<file path="config.mk">
export PLATFORM = sky130hd
export DESIGN_NAME = wheel_pulse_odometer_unit
export DESIGN_NICKNAME = d
export VERILOG_FILES = /design/src/rtl/core/wpo_pkg.sv /design/src/rtl/core/wpo_ctrl.sv /design/src/rtl/core/wpo_datapath.sv /design/src/rtl/core/wheel_pulse_odometer_unit.sv
export SDC_FILE = /design/constraint.sdc
export NUM_CORES = 1
export LEC_CHECK = 0
export CAP_MARGIN = 40
export CORE_MARGIN = 2
export CORE_UTILIZATION = 28
export CTS_CLUSTER_DIAMETER = 50
export CTS_CLUSTER_SIZE = 28
export DETAILED_ROUTE_END_ITERATION = 12
export DONT_BUFFER_PORTS = 1
export GPL_ROUTABILITY_DRIVEN = 0
export PLACE_DENSITY = 0.44
export SETUP_SLACK_MARGIN = 0.15
export SLEW_MARGIN = 20
export SYNTH_ARGS = -nofsm -noshare
export SYNTH_HDL_FRONTEND = slang
export SYNTH_SLANG_ARGS = --single-unit
</file>
<file path="constraint.sdc">
create_clock -name clk -period 13.7 [get_ports clk]
set_input_delay 1.37 -clock clk [delete_from_list [all_inputs] [get_ports clk]]
set_output_delay 1.37 -clock clk [all_outputs]
set_load 0.05 [all_outputs]
</file>
<file path="src/rtl/core/wpo_pkg.sv">
`timescale 1ns / 1ps
package wpo_pkg;

    localparam int WHEELS_DEFAULT = 2;
    localparam int WHEEL_W        = 3;
    localparam int OP_W           = 3;
    localparam int COUNT_W        = 8;
    localparam int DIR_W          = 2;
    localparam int MAG_W          = 8;
    localparam int CIRC_W         = 24;
    localparam int SPEED_W        = 32;
    localparam int DIST_W         = 32;
    localparam int CFG_IDX_W      = 2;
    localparam int CFG_DATA_W     = 24;
    localparam int IN_DATA_W      = 16;
    localparam int OUT_DATA_W     = 112;
    localparam int DIV_STEPS      = COUNT_W;
    localparam int STEP_W         = $clog2(DIV_STEPS);

    localparam logic [MAG_W-1:0]  MAG_RESET  = 8'd4;
    localparam logic [CIRC_W-1:0] CIRC_RESET = 24'd14418;

    // operation codes
    localparam logic [OP_W-1:0] OP_PULSE_UP   = 3'd0;
    localparam logic [OP_W-1:0] OP_PULSE_DOWN = 3'd1;
    localparam logic [OP_W-1:0] OP_SET        = 3'd2;
    localparam logic [OP_W-1:0] OP_RESET      = 3'd3;
    localparam logic [OP_W-1:0] OP_RESET_ALL  = 3'd4;
    localparam logic [OP_W-1:0] OP_TICK       = 3'd5;

    // travel direction codes
    localparam logic [DIR_W-1:0] DIR_FORWARD  = 2'd0;
    localparam logic [DIR_W-1:0] DIR_BACKWARD = 2'd1;

    // configuration register indexes
    localparam logic [CFG_IDX_W-1:0] CFG_MAGNETS = 2'd0;
    localparam logic [CFG_IDX_W-1:0] CFG_CIRC    = 2'd1;

    typedef struct packed {
        logic               latch_item;
        logic               exec_op;
        logic               div_load;
        logic               div_step;
        logic               mul_en;
        logic               acc_en;
        logic [WHEEL_W-1:0] wheel;
    } cmd_t;

    typedef struct packed {
        logic op_is_tick;
        logic out_free;
    } sts_t;

endpackage

</file>
<file path="src/rtl/core/wpo_ctrl.sv">
`timescale 1ns / 1ps
module wpo_ctrl #(
    parameter int WHEELS = wpo_pkg::WHEELS_DEFAULT
) (
    input  logic          clk,
    input  logic          rst_n,
    input  logic          s_valid,
    output logic          s_ready,
    input  wpo_pkg::sts_t sts,
    output wpo_pkg::cmd_t cmd
);
    import wpo_pkg::*;

    localparam logic [2:0] S_IDLE = 3'd0;
    localparam logic [2:0] S_EXEC = 3'd1;
    localparam logic [2:0] S_LOAD = 3'd2;
    localparam logic [2:0] S_DIV  = 3'd3;
    localparam logic [2:0] S_MUL  = 3'd4;
    localparam logic [2:0] S_ACC  = 3'd5;

    localparam logic [WHEEL_W-1:0] LAST_WHEEL = WHEEL_W'(WHEELS - 1);
    localparam logic [STEP_W-1:0]  LAST_STEP  = STEP_W'(DIV_STEPS - 1);

    logic [2:0]         state_reg, state_next;
    logic [WHEEL_W-1:0] wheel_reg, wheel_next;
    logic [STEP_W-1:0]  step_reg, step_next;

    always_ff @(posedge clk or negedge rst_n)
    begin
        if (!rst_n)
        begin
            state_reg <= S_IDLE;
            wheel_reg <= '0;
            step_reg  <= '0;
        end
        else
        begin
            state_reg <= state_next;
            wheel_reg <= wheel_next;
            step_reg  <= step_next;
        end
    end

    always_comb
    begin
        state_next     = state_reg;
        wheel_next     = wheel_reg;
        step_next      = step_reg;
        s_ready        = 1'b0;
        cmd            = '0;
        cmd.wheel      = wheel_reg;
        unique case (state_reg)
            S_IDLE:
            begin
                s_ready = 1'b1;
                if (s_valid)
                begin
                    cmd.latch_item = 1'b1;
                    state_next     = S_EXEC;
                end
            end
            S_EXEC:
            begin
                cmd.exec_op = 1'b1;
                wheel_next  = '0;
                state_next  = sts.op_is_tick ? S_LOAD : S_IDLE;
            end
            S_LOAD:
            begin
                cmd.div_load = 1'b1;
                step_next    = '0;
                state_next   = S_DIV;
            end
            S_DIV:
            begin
                cmd.div_step = 1'b1;
                step_next    = step_reg + 1'b1;
                if (step_reg == LAST_STEP)
                    state_next = S_MUL;
            end
            S_MUL:
            begin
                cmd.mul_en = 1'b1;
                state_next = S_ACC;
            end
            S_ACC:
            begin
                if (sts.out_free)
                begin
                    cmd.acc_en = 1'b1;
                    if (wheel_reg == LAST_WHEEL)
                        state_next = S_IDLE;
                    else
                    begin
                        wheel_next = wheel_reg + 1'b1;
                        state_next = S_LOAD;
                    end
                end
            end
            default:
            begin
                state_next = S_IDLE;
            end
        endcase
    end

    a_div_length: assert property (@(posedge clk) disable iff (!rst_n)
        state_reg == S_DIV && step_reg == LAST_STEP |=> state_reg == S_MUL)
        else $error("divide phase length wrong");

    a_tick_walks: assert property (@(posedge clk) disable iff (!rst_n)
        state_reg == S_EXEC && sts.op_is_tick |=> state_reg == S_LOAD && wheel_reg == '0)
        else $error("tick did not start at first wheel");

    a_wheel_range: assert property (@(posedge clk) disable iff (!rst_n)
        state_reg != S_IDLE && state_reg != S_EXEC |-> wheel_reg <= LAST_WHEEL)
        else $error("wheel iterator out of range");

endmodule

</file>
<file path="src/rtl/core/wpo_datapath.sv">
`timescale 1ns / 1ps
module wpo_datapath #(
    parameter int WHEELS = wpo_pkg::WHEELS_DEFAULT
) (
    input  logic                             clk,
    input  logic                             rst_n,
    input  logic                             cfg_we,
    input  logic [wpo_pkg::CFG_IDX_W-1:0]    cfg_index,
    input  logic [wpo_pkg::CFG_DATA_W-1:0]   cfg_data,
    input  logic [wpo_pkg::OP_W-1:0]         in_op,
    input  logic [wpo_pkg::WHEEL_W-1:0]      in_wheel,
    input  logic [wpo_pkg::COUNT_W-1:0]      in_count,
    input  logic [wpo_pkg::DIR_W-1:0]        in_dir,
    input  wpo_pkg::cmd_t                    cmd,
    output wpo_pkg::sts_t                    sts,
    input  logic                             out_ready,
    output logic                             out_valid,
    output logic [wpo_pkg::WHEEL_W-1:0]      out_wheel,
    output logic [wpo_pkg::COUNT_W-1:0]      out_revs,
    output logic [wpo_pkg::SPEED_W-1:0]      out_speed,
    output logic [wpo_pkg::DIST_W-1:0]       out_fwd,
    output logic [wpo_pkg::DIST_W-1:0]       out_bwd,
    output logic                             out_last
);
    import wpo_pkg::*;

    localparam int WIDX = (WHEELS > 1) ? $clog2(WHEELS) : 1;
    localparam logic [WHEEL_W-1:0] LAST_WHEEL = WHEEL_W'(WHEELS - 1);

    logic [MAG_W-1:0]   mag_reg;
    logic [CIRC_W-1:0]  circ_reg;
    logic [COUNT_W-1:0] pulse_reg [WHEELS];
    logic [DIST_W-1:0]  fwd_reg   [WHEELS];
    logic [DIST_W-1:0]  bwd_reg   [WHEELS];

    logic [OP_W-1:0]    op_reg;
    logic [WHEEL_W-1:0] wheel_item_reg;
    logic [COUNT_W-1:0] count_item_reg;
    logic [DIR_W-1:0]   dir_reg;

    logic [COUNT_W-1:0] rem_reg, rem_next;
    logic [COUNT_W-1:0] quo_reg, quo_next;
    logic [COUNT_W-1:0] revs_reg;
    logic [SPEED_W-1:0] prod_reg;
    logic               out_valid_reg;

    logic [WHEEL_W-1:0] wheel_clamped;
    logic [WHEEL_W-1:0] sel_wheel;
    logic [WIDX-1:0]    addr;
    logic [COUNT_W:0]   shifted;
    logic [COUNT_W:0]   trial;
    logic [DIST_W-1:0]  meters;
    logic [DIST_W-1:0]  fwd_sum;
    logic [DIST_W-1:0]  bwd_sum;
    logic [COUNT_W-1:0] revs_val;

    assign wheel_clamped = ({1'b0, wheel_item_reg} >= (WHEEL_W+1)'(WHEELS)) ?
                           LAST_WHEEL : wheel_item_reg;
    assign sel_wheel     = cmd.exec_op ? wheel_clamped : cmd.wheel;
    assign addr          = sel_wheel[WIDX-1:0];

    // one restoring step per cycle, quotient bits shift in from the bottom
    assign shifted  = {rem_reg, quo_reg[COUNT_W-1]};
    assign trial    = shifted - {1'b0, mag_reg};
    assign rem_next = trial[COUNT_W] ? shifted[COUNT_W-1:0] : trial[COUNT_W-1:0];
    assign quo_next = {quo_reg[COUNT_W-2:0], ~trial[COUNT_W]};

    assign revs_val = (mag_reg == '0) ? '0 : quo_reg;

    // integer meters of the speed, fraction dropped
    assign meters  = {16'd0, prod_reg[SPEED_W-1:16]};
    assign fwd_sum = fwd_reg[addr] + meters;
    assign bwd_sum = bwd_reg[addr] + meters;

    assign sts.op_is_tick = (op_reg == OP_TICK);
    assign sts.out_free   = !out_valid_reg || out_ready;
    assign out_valid      = out_valid_reg;

    always_ff @(posedge clk or negedge rst_n)
    begin
        if (!rst_n)
        begin
            mag_reg       <= MAG_RESET;
            circ_reg      <= CIRC_RESET;
            out_valid_reg <= 1'b0;
            for (int i = 0; i < WHEELS; i++)
            begin
                pulse_reg[i] <= '0;
                fwd_reg[i]   <= '0;
                bwd_reg[i]   <= '0;
            end
        end
        else
        begin
            if (cfg_we)
            begin
                if (cfg_index == CFG_MAGNETS)
                    mag_reg <= cfg_data[MAG_W-1:0];
                else if (cfg_index == CFG_CIRC)
                    circ_reg <= cfg_data[CIRC_W-1:0];
            end

            if (cmd.exec_op)
            begin
                unique case (op_reg)
                    OP_PULSE_UP:   pulse_reg[addr] <= pulse_reg[addr] + 1'b1;
                    OP_PULSE_DOWN: pulse_reg[addr] <= pulse_reg[addr] - 1'b1;
                    OP_SET:        pulse_reg[addr] <= count_item_reg;
                    OP_RESET:
                    begin
                        pulse_reg[addr] <= '0;
                        fwd_reg[addr]   <= '0;
                        bwd_reg[addr]   <= '0;
                    end
                    OP_RESET_ALL:
                    begin
                        for (int i = 0; i < WHEELS; i++)
                        begin
                            pulse_reg[i] <= '0;
                            fwd_reg[i]   <= '0;
                            bwd_reg[i]   <= '0;
                        end
                    end
                    default:
                    begin
                    end
                endcase
            end

            if (cmd.acc_en)
            begin
                pulse_reg[addr] <= '0;
                if (dir_reg == DIR_FORWARD)
                    fwd_reg[addr] <= fwd_sum;
                else if (dir_reg == DIR_BACKWARD)
                    bwd_reg[addr] <= bwd_sum;
                out_valid_reg <= 1'b1;
            end
            else if (out_ready)
                out_valid_reg <= 1'b0;
        end
    end

    always_ff @(posedge clk)
    begin
        if (cmd.latch_item)
        begin
            op_reg         <= in_op;
            wheel_item_reg <= in_wheel;
            count_item_reg <= in_count;
            dir_reg        <= in_dir;
        end
        if (cmd.div_load)
        begin
            rem_reg <= '0;
            quo_reg <= pulse_reg[addr];
        end
        else if (cmd.div_step)
        begin
            rem_reg <= rem_next;
            quo_reg <= quo_next;
        end
        if (cmd.mul_en)
        begin
            revs_reg <= revs_val;
            // 8 x 24 bits, both widened so the full product is kept
            prod_reg <= {{(SPEED_W-COUNT_W){1'b0}}, revs_val} *
                        {{(SPEED_W-CIRC_W){1'b0}}, circ_reg};
        end
        if (cmd.acc_en)
        begin
            out_wheel <= sel_wheel;
            out_revs  <= revs_reg;
            out_speed <= prod_reg;
            out_fwd   <= (dir_reg == DIR_FORWARD)  ? fwd_sum : fwd_reg[addr];
            out_bwd   <= (dir_reg == DIR_BACKWARD) ? bwd_sum : bwd_reg[addr];
            out_last  <= (sel_wheel == LAST_WHEEL);
        end
    end

    a_acc_needs_room: assert property (@(posedge clk) disable iff (!rst_n)
        cmd.acc_en |-> sts.out_free)
        else $error("result written over a pending one");

    a_zero_magnets: assert property (@(posedge clk) disable iff (!rst_n)
        cmd.acc_en && mag_reg == '0 |=> out_revs == '0 && out_speed == '0)
        else $error("zero magnets gave nonzero speed");

    a_acc_clears: assert property (@(posedge clk) disable iff (!rst_n)
        cmd.acc_en |=> out_valid_reg && pulse_reg[$past(addr)] == '0)
        else $error("tick did not clear counter or raise result");

endmodule

</file>
<file path="src/rtl/core/wheel_pulse_odometer_unit.sv">
`timescale 1ns / 1ps
// Sequence: pulse/set/reset ops are accepted, then executed; a tick is accepted, executed,
// then each wheel in turn takes load, 8 divide steps, multiply and accumulate.
// Flow: one item in flight; a tick holds the input through all wheels and any output stalls,
// mostly in the bit-serial divider. A waiting result stalls only the next accumulate.
// Reset (rst_n, async, active low): counters and totals zero, magnets 4, circumference 14418.
module wheel_pulse_odometer_unit #(
    parameter int WHEELS = wpo_pkg::WHEELS_DEFAULT
) (
    input  logic                             clk,
    input  logic                             rst_n,
    // configuration write port
    input  logic                             cfg_we,
    input  logic [wpo_pkg::CFG_IDX_W-1:0]    cfg_index,
    input  logic [wpo_pkg::CFG_DATA_W-1:0]   cfg_data,
    // input stream
    input  logic                             s_axis_tvalid,
    output logic                             s_axis_tready,
    // tdata: op[2:0], wheel_index[5:3], counter_value[13:6], direction[15:14]
    input  logic [wpo_pkg::IN_DATA_W-1:0]    s_axis_tdata,
    // result stream
    output logic                             m_axis_tvalid,
    input  logic                             m_axis_tready,
    // tdata: result_wheel[2:0], revs_per_second[10:3], speed_q16[42:11],
    //        distance_forward[74:43], distance_backward[106:75], zero pad[111:107]
    output logic [wpo_pkg::OUT_DATA_W-1:0]   m_axis_tdata,
    // tlast: last_wheel
    output logic                             m_axis_tlast
);
    import wpo_pkg::*;

    cmd_t               cmd;
    sts_t               sts;
    logic [WHEEL_W-1:0] out_wheel;
    logic [COUNT_W-1:0] out_revs;
    logic [SPEED_W-1:0] out_speed;
    logic [DIST_W-1:0]  out_fwd;
    logic [DIST_W-1:0]  out_bwd;

    // Sequencer: accepts one transaction, then walks the wheels on a tick.
    wpo_ctrl #(
        .WHEELS (WHEELS)
    ) u_ctrl (
        .clk     (clk),
        .rst_n   (rst_n),
        .s_valid (s_axis_tvalid),
        .s_ready (s_axis_tready),
        .sts     (sts),
        .cmd     (cmd)
    );

    // Per-wheel state, divider, multiplier and result register.
    wpo_datapath #(
        .WHEELS (WHEELS)
    ) u_datapath (
        .clk       (clk),
        .rst_n     (rst_n),
        .cfg_we    (cfg_we),
        .cfg_index (cfg_index),
        .cfg_data  (cfg_data),
        .in_op     (s_axis_tdata[2:0]),
        .in_wheel  (s_axis_tdata[5:3]),
        .in_count  (s_axis_tdata[13:6]),
        .in_dir    (s_axis_tdata[15:14]),
        .cmd       (cmd),
        .sts       (sts),
        .out_ready (m_axis_tready),
        .out_valid (m_axis_tvalid),
        .out_wheel (out_wheel),
        .out_revs  (out_revs),
        .out_speed (out_speed),
        .out_fwd   (out_fwd),
        .out_bwd   (out_bwd),
        .out_last  (m_axis_tlast)
    );

    // pack result fields, lowest first, zero filled to a byte boundary
    assign m_axis_tdata = {5'd0, out_bwd, out_fwd, out_speed, out_revs, out_wheel};

endmodule
</file>
==> out/results.tsv, run 1 <==
metric	value	unit
outcome	finished clean	
crit path launch	u_datapath.mag_reg[4]$_DFFE_PN0P_	
DRC Markers	0	
RSZ-0062 raised after global routing	no	
post-synth top area share	0.214	
synthesized flop and latch total	366	
number of cells after detailed placement	3520	
largest cells by area after synthesis	edfxtp_1 (21%), dfrtp_1 (19%), fa_1 (11%)	
clock root buffer	clkbuf_16	
routed len/inst	20.1	um
fillers	8831	
Synth area leader	edfxtp_1	
largest net degree at the start of global routing	187	
XOR/XNOR Fraction of Synth Area	0.0358	
fin. max-slew vios	0	
CP Class	reg2reg	
Die Footprint	88800	um2
Setup crit end	u_datapath.prod_reg[31]$_DFFE_PP_	
Max H-tree Level	2	
Die X	298	um
leakage	11.7	nW
endpoints failing setup	0	
clk_lat worst skew	0.67	ns
Worst Hold Class	in2async	
non-filler cells in the finished layout	3641	
fraction of registers with async set/reset	0.508	
Gate Count Post-Synth	2462	
Setup Skew	0.0459	ns
number of global-route vias before repair	18600	
ys flop type	dfrtp_1	
Inserted Clock Buffers	61	
Seq/Total Area, Yosys	0.413	
main combinational cell family by area after synthesis	simple AND/OR/NAND/NOR gates	
Post-DP HPWL	50400	um
# Post-CTS Setup Buffers	0	
placed inst area	25500	um2
reg2reg setup slack	6.48	ns
setup TNS	0	ns
Adder-Cell Fraction of Synth Area	0.162	
first-pass GRT wire length	113000	um
EDFF count, synth	172	
most frequent cells in the layout	nand2_1 (315), inv_1 (181), dfrtp_1 (179), edfxtp_1 (172), o21ai_0 (140)	
Via density	5.04	
power per cell area	261	nW/um2
crit path DAT	7.71	ns
maximum VDD drop	0.217	mV
Overflow after GRT	0	
Unique masters post-synth	83	
crit path max fanout	67	
post-route cell area	27700	um2
total global-route track usage	0.163	
R2R Path End	u_datapath.prod_reg[31]$_DFFE_PP_	
most common cell after layout, fill and taps aside	nand2_1	
max frequency	139	MHz
clk slew on worst S/H paths	0.06	ns
Die Span Y	298	um
1st-iter DRT viols	1070	
Fin. Hold Viols	0	
post-cts sizing count	0	
maximum root-to-sink buffer count	3	
simple-gate share of the synthesized area	0.176	
mux share of post-synthesis cell area	0.0375	
Routed WL	73000	um
post-route ant nets	0	
PortBufs	0	
fin nets	2721	
area grow syn2layout	14.3	%
reg2reg start	u_datapath.mag_reg[4]$_DFFE_PN0P_	
TritonRoute pass-1 iters	5	
Netlist Area Pre-Place	24200	um2
layout cells sized above 1	0.0870	
CTS sink cnt	366	
Core ar.	85400	um2
via count	18400	
Initial Util	0.283	
initial antenna violation count	9	
Overall Power	0.00723	W
Synth warnings	0	
Setup crit start kind	flip-flop	
Relative slew margins	0.465	
Post-Syn Area per Cell	9.82	um2
number of max-cap violations	0	
Slew @ Worst Pin	0.797	ns
CP endpoint kind	flip-flop	
worst reg2reg path depth	19	
Cell Rows	107	
Synth Area in Compound Gates	0.126	
num ports	162	
Tmin final	7.22	ns
CTS tree	yes	
Post-CTS Hold Buffers	0	
CP Data Required Time	14.19	ns
Tcrit/Tclk final	0.527	
routing by layer:
metal	up-vias	GRT usage	part of all wire
met5	-	0	0.0013
met4	16	0.0504	0.023
met3	98	0.0360	0.056
met2	486	0.264	0.47
met1	9154	0.218	0.45
li1	8612	-	-
worst min path at each step:
stage	from	end	slack, ns	cells after the start
floorplan	u_datapath.revs_reg[0]$_DFFE_PP_	u_datapath.out_revs[0]$_DFFE_PP_	0.40	0
global placement	u_datapath.prod_reg[5]$_DFFE_PP_	u_datapath.out_speed[5]$_DFFE_PP_	0.41	0
detailed placement	u_datapath.prod_reg[3]$_DFFE_PP_	u_datapath.out_speed[3]$_DFFE_PP_	0.41	0
CTS	rst_n	u_datapath.bwd_reg[9]$_DFF_PN0_	0.34	0
global route	rst_n	u_datapath.bwd_reg[9]$_DFF_PN0_	0.35	0
finish	rst_n	u_datapath.bwd_reg[9]$_DFF_PN0_	0.40	0
stage by stage:
stage / setup WS (ns) / util / hold slack [ns]
5_1_grt: 5.98 / 0.324 / 0.353
4_1_cts: 6.46 / 0.323 / 0.345
3_5_place_dp: 6.50 / 0.298 / 0.406
6_report: 6.48 / 0.324 / 0.400
3_3_place_gp: 6.68 / 0.297 / 0.405
2_1_floorplan: 5.73 / - / 0.400
power breakdown:
| group | switching [W] | internal (W) |
|---|---|---|
| sequential | 0.000136 | 0.00143 |
| combinational | 0.00237 | 0.00168 |
| clock | 0.000677 | 0.000931 |
| total | 0.00319 | 0.00404 |
critical path, cell delays in order (launching register included):
cell and delay, ns:
dfrtp_1 0.38, nor4_1 0.48, nand2_2 0.58, buf_4 0.50, and3_1 0.27, fa_1 0.52, fa_1 0.52, fa_1 0.50
inv_1 0.05, fa_1 0.48, inv_1 0.04, ha_1 0.39, o21ai_0 0.15, o21ai_0 0.17, a21oi_1 0.10, o31ai_1 0.59
a31oi_1 0.29, o31ai_1 0.49, o21ai_0 0.24, a211oi_1 0.26
cell families after synthesis:
logic type	Yosys count
multiplexers	85
other	1
buffers and inverters	306
adder cells (fa/ha/maj)	233
AND/OR/NAND/NOR	882
flip-flops	366
XOR/XNOR	99
AO/OA/AOI/OAI	490
area by class of cell:
| class | instances | area (um2) | share of cell area |
|---|---|---|---|
| Tap cell | 1144 | 1430 | 0.0518 |
| Clock inverter | 53 | 621 | 0.0224 |
| Clock buffer | 63 | 1560 | 0.0562 |
| Multi-Input combinational cell | 1794 | 13100 | 0.473 |
| Sequential cell | 366 | 9990 | 0.361 |
| Inverter | 185 | 696 | 0.0252 |
| Antenna cell | 3 | 7.51 | 0.000272 |
| Timing Repair Buffer | 33 | 280 | 0.0101 |
Yosys cell counts, types with 9 or more instances:
library cell / count
o21ai_1: 14
nor2b_1: 14
nand2_1: 317
edfxtp_1: 172
nand2b_1: 16
nand3_1: 113
o31ai_1: 17
a31oi_1: 43
dfrtp_1: 179
a211oi_1: 12
mux2_2: 29
o211ai_1: 15
and2_1: 36
o21bai_1: 11
a21oi_1: 130
a21o_1: 21
a41oi_1: 13
nor3_1: 40
ha_1: 98
clkbuf_1: 96
buf_2: 9
o21a_1: 14
mux2i_1: 53
xnor2_1: 67
or3_1: 14
o21ai_0: 140
inv_1: 181
nor2_1: 142
fa_1: 135
and3_1: 136
nand4_1: 10
xor2_1: 32
No activity file was read; power rests on OpenSTA's default activity.
==> inputs of run 2 (changes only) <==
Clock period 13.7 ns to 7.4 ns, I/O delays scaled along.
==> out/results.tsv, run 2 (synthesis results as in run 1) <==
metric	value	unit	change
outcome	finished clean		
total global-route track usage	0.165		+0.00121
CP max stage delay	0.63	ns	+0.04 ns
fillers	8811		-0.23%
non-filler cells in the finished layout	3667		+0.71%
max frequency	150	MHz	+8.0%
DRC Markers	0		unchanged
num ports	162		unchanged
Worst Hold Class	in2reg		
clk_lat worst skew	0.63	ns	-0.04 ns
CTS tree	yes		
maximum VDD drop	0.416	mV	+92%
Initial Util	0.283		unchanged
Bufs and invs on worst path	3		unchanged
Via density	5.07		+0.45%
CTS sink cnt	366		unchanged
layout cells sized above 1	0.0948		+0.00776
crit path max fanout	38		-43%
fin. max-slew vios	0		unchanged
PortBufs	0		unchanged
first-pass GRT wire length	113000	um	about the same
Die X	298	um	unchanged
largest net degree at the start of global routing	182		-2.7%
Slew @ Worst Pin	0.832	ns	+0.0353 ns
TritonRoute pass-1 iters	5		unchanged
via count	18600		+1.2%
clk slew on worst S/H paths	0.05	ns	about the same
Post-DP HPWL	51200	um	+1.7%
Die Footprint	88800	um2	unchanged
Relative slew margins	0.445		-0.0194
slowest CP cell	o31ai_1		
RSZ-0062 raised after global routing	no		
maximum root-to-sink buffer count	3		unchanged
Setup crit start kind	flip-flop		
leakage	12.0	nW	+1.9%
Routed WL	74200	um	+1.6%
initial antenna violation count	8		-1
Tcrit/Tclk final	0.904		+0.377
Inserted Clock Buffers	69		+13%
Fin. Hold Viols	0		unchanged
crit-path cells	nor4_1 -> nand2_4 -> buf_4 -> and3_1 -> fa_1 -> fa_1 -> fa_1 -> inv_1 -> fa_1 -> inv_1 -> ha_1 -> o21ai_0 -> o21ai_0 -> a21oi_1 -> o31ai_1 -> a31oi_1 -> o31ai_1 -> o21ai_0 -> a211oi_1		
CP Class	reg2reg		
Core ar.	85400	um2	unchanged
routed len/inst	20.2	um	+0.91%
Setup Skew	0.0277	ns	-0.0182 ns
crit path DAT	7.14	ns	-0.57 ns
number of max-cap violations	0		unchanged
crit-path most repeated cell	fa_1		
post-route ant nets	0		unchanged
most common cell after layout, fill and taps aside	nand2_1		
area grow syn2layout	16.1	%	
number of cells after detailed placement	3534		+0.40%
Max H-tree Level	3		+1
Overflow after GRT	0		unchanged
clock root buffer	clkbuf_16		
Cell Rows	107		unchanged
Tmin final	6.69	ns	-0.532 ns
1st-iter DRT viols	1224		+14%
post-route cell area	28100	um2	+1.5%
endpoints failing setup	0		unchanged
CP endpoint kind	flip-flop		
Overall Power	0.0137	W	+90%
fin nets	2746		+0.92%
CP Data Required Time	7.85	ns	-6.34 ns
placed inst area	25600	um2	+0.43%
Die Span Y	298	um	unchanged
kind of cell adding the most delay to the critical path	adder cells		
power per cell area	489	nW/um2	+87%
setup TNS	0	ns	unchanged
most frequent cells in the layout	nand2_1 (315), inv_1 (181), dfrtp_1 (179), edfxtp_1 (172), o21ai_0 (140)		
post-route core utilization	0.329		+0.00497
number of global-route vias before repair	19000		+2.1%
==> run 2: cell count changes in the layout (fill, tap and decap cells not counted), moves of 3 or more <==
cell       previous run  this run
buf_16                0         3
clkinv_8              8         3
clkbuf_8              0         3
buf_4                27        39
clkbuf_1              1         4
clkbuf_16            62        69
clkinv_4              9         6
bufinv_16             3         6
==> run 2: area by class of cell <==
type | instances | area (um2) | share of cell area
Multi-Input combinational cell | 1794 | 13100 | 0.466
Sequential cell | 366 | 9990 | 0.356
Clock buffer | 76 | 1780 | 0.0635
Tap cell | 1144 | 1430 | 0.0510
Inverter | 185 | 696 | 0.0248
Clock inverter | 51 | 621 | 0.0221
Timing Repair Buffer | 50 | 470 | 0.0168
Antenna cell | 1 | 2.50 | 0.0000891
==> run 2: report_power, final <==
part	internal [W]	switching (W)	total, W
clock	0.00202	0.00126	0.00328
sequential	0.00265	0.000233	0.00288
combinational	0.00311	0.00446	0.00757
==> run 2: through the flow <==
stage	worst slack, ns	hold slack [ns]
finish	0.712	0.211
global route	0.243	0.173
CTS	0.534	0.169
detailed placement	0.550	0.405
global placement	0.619	0.413
floorplan	1.85	0.400
==> run 2: metal layers <==
layer  routed length [um]  part of all wire  vias to the layer above  GRT usage
met5                   64           0.00086                        -          0
li1                     -                 -                     8649          -
met4                 2310             0.031                       12     0.0595
met2                34100              0.46                      582      0.264
met1                33100              0.45                     9179      0.216
met3                 4590             0.062                      159     0.0390
==> run 2: final timing paths <==
| path | start | endpoint | slack (ns) | depth (start not counted) |
|---|---|---|---|---|
| max reg2reg | u_datapath.mag_reg[7]$_DFFE_PN0P_ | u_datapath.prod_reg[31]$_DFFE_PP_ | 0.71 | 19 |
| max in group asynchronous | rst_n | u_datapath.mag_reg[5]$_DFFE_PN0P_ | 5.68 | 3 |
| min reg2reg | u_datapath.prod_reg[1]$_DFFE_PP_ | u_datapath.out_speed[1]$_DFFE_PP_ | 0.41 | 0 |
| min in group asynchronous | rst_n | u_datapath.bwd_reg[4]$_DFF_PN0_ | 0.68 | 2 |
| max | u_datapath.mag_reg[7]$_DFFE_PN0P_ | u_datapath.prod_reg[31]$_DFFE_PP_ | 0.71 | 19 |
| min | s_axis_tdata[15] | u_datapath.dir_reg[1]$_DFFE_PP_ | 0.21 | 0 |
==> run 2: timing repair <==
item,CTS,global route
hold endpoints to repair,181,24
hold buffers,2,1
resized for setup,0,2
buffers inserted,0,0
endpoints found under the setup margin,0,2
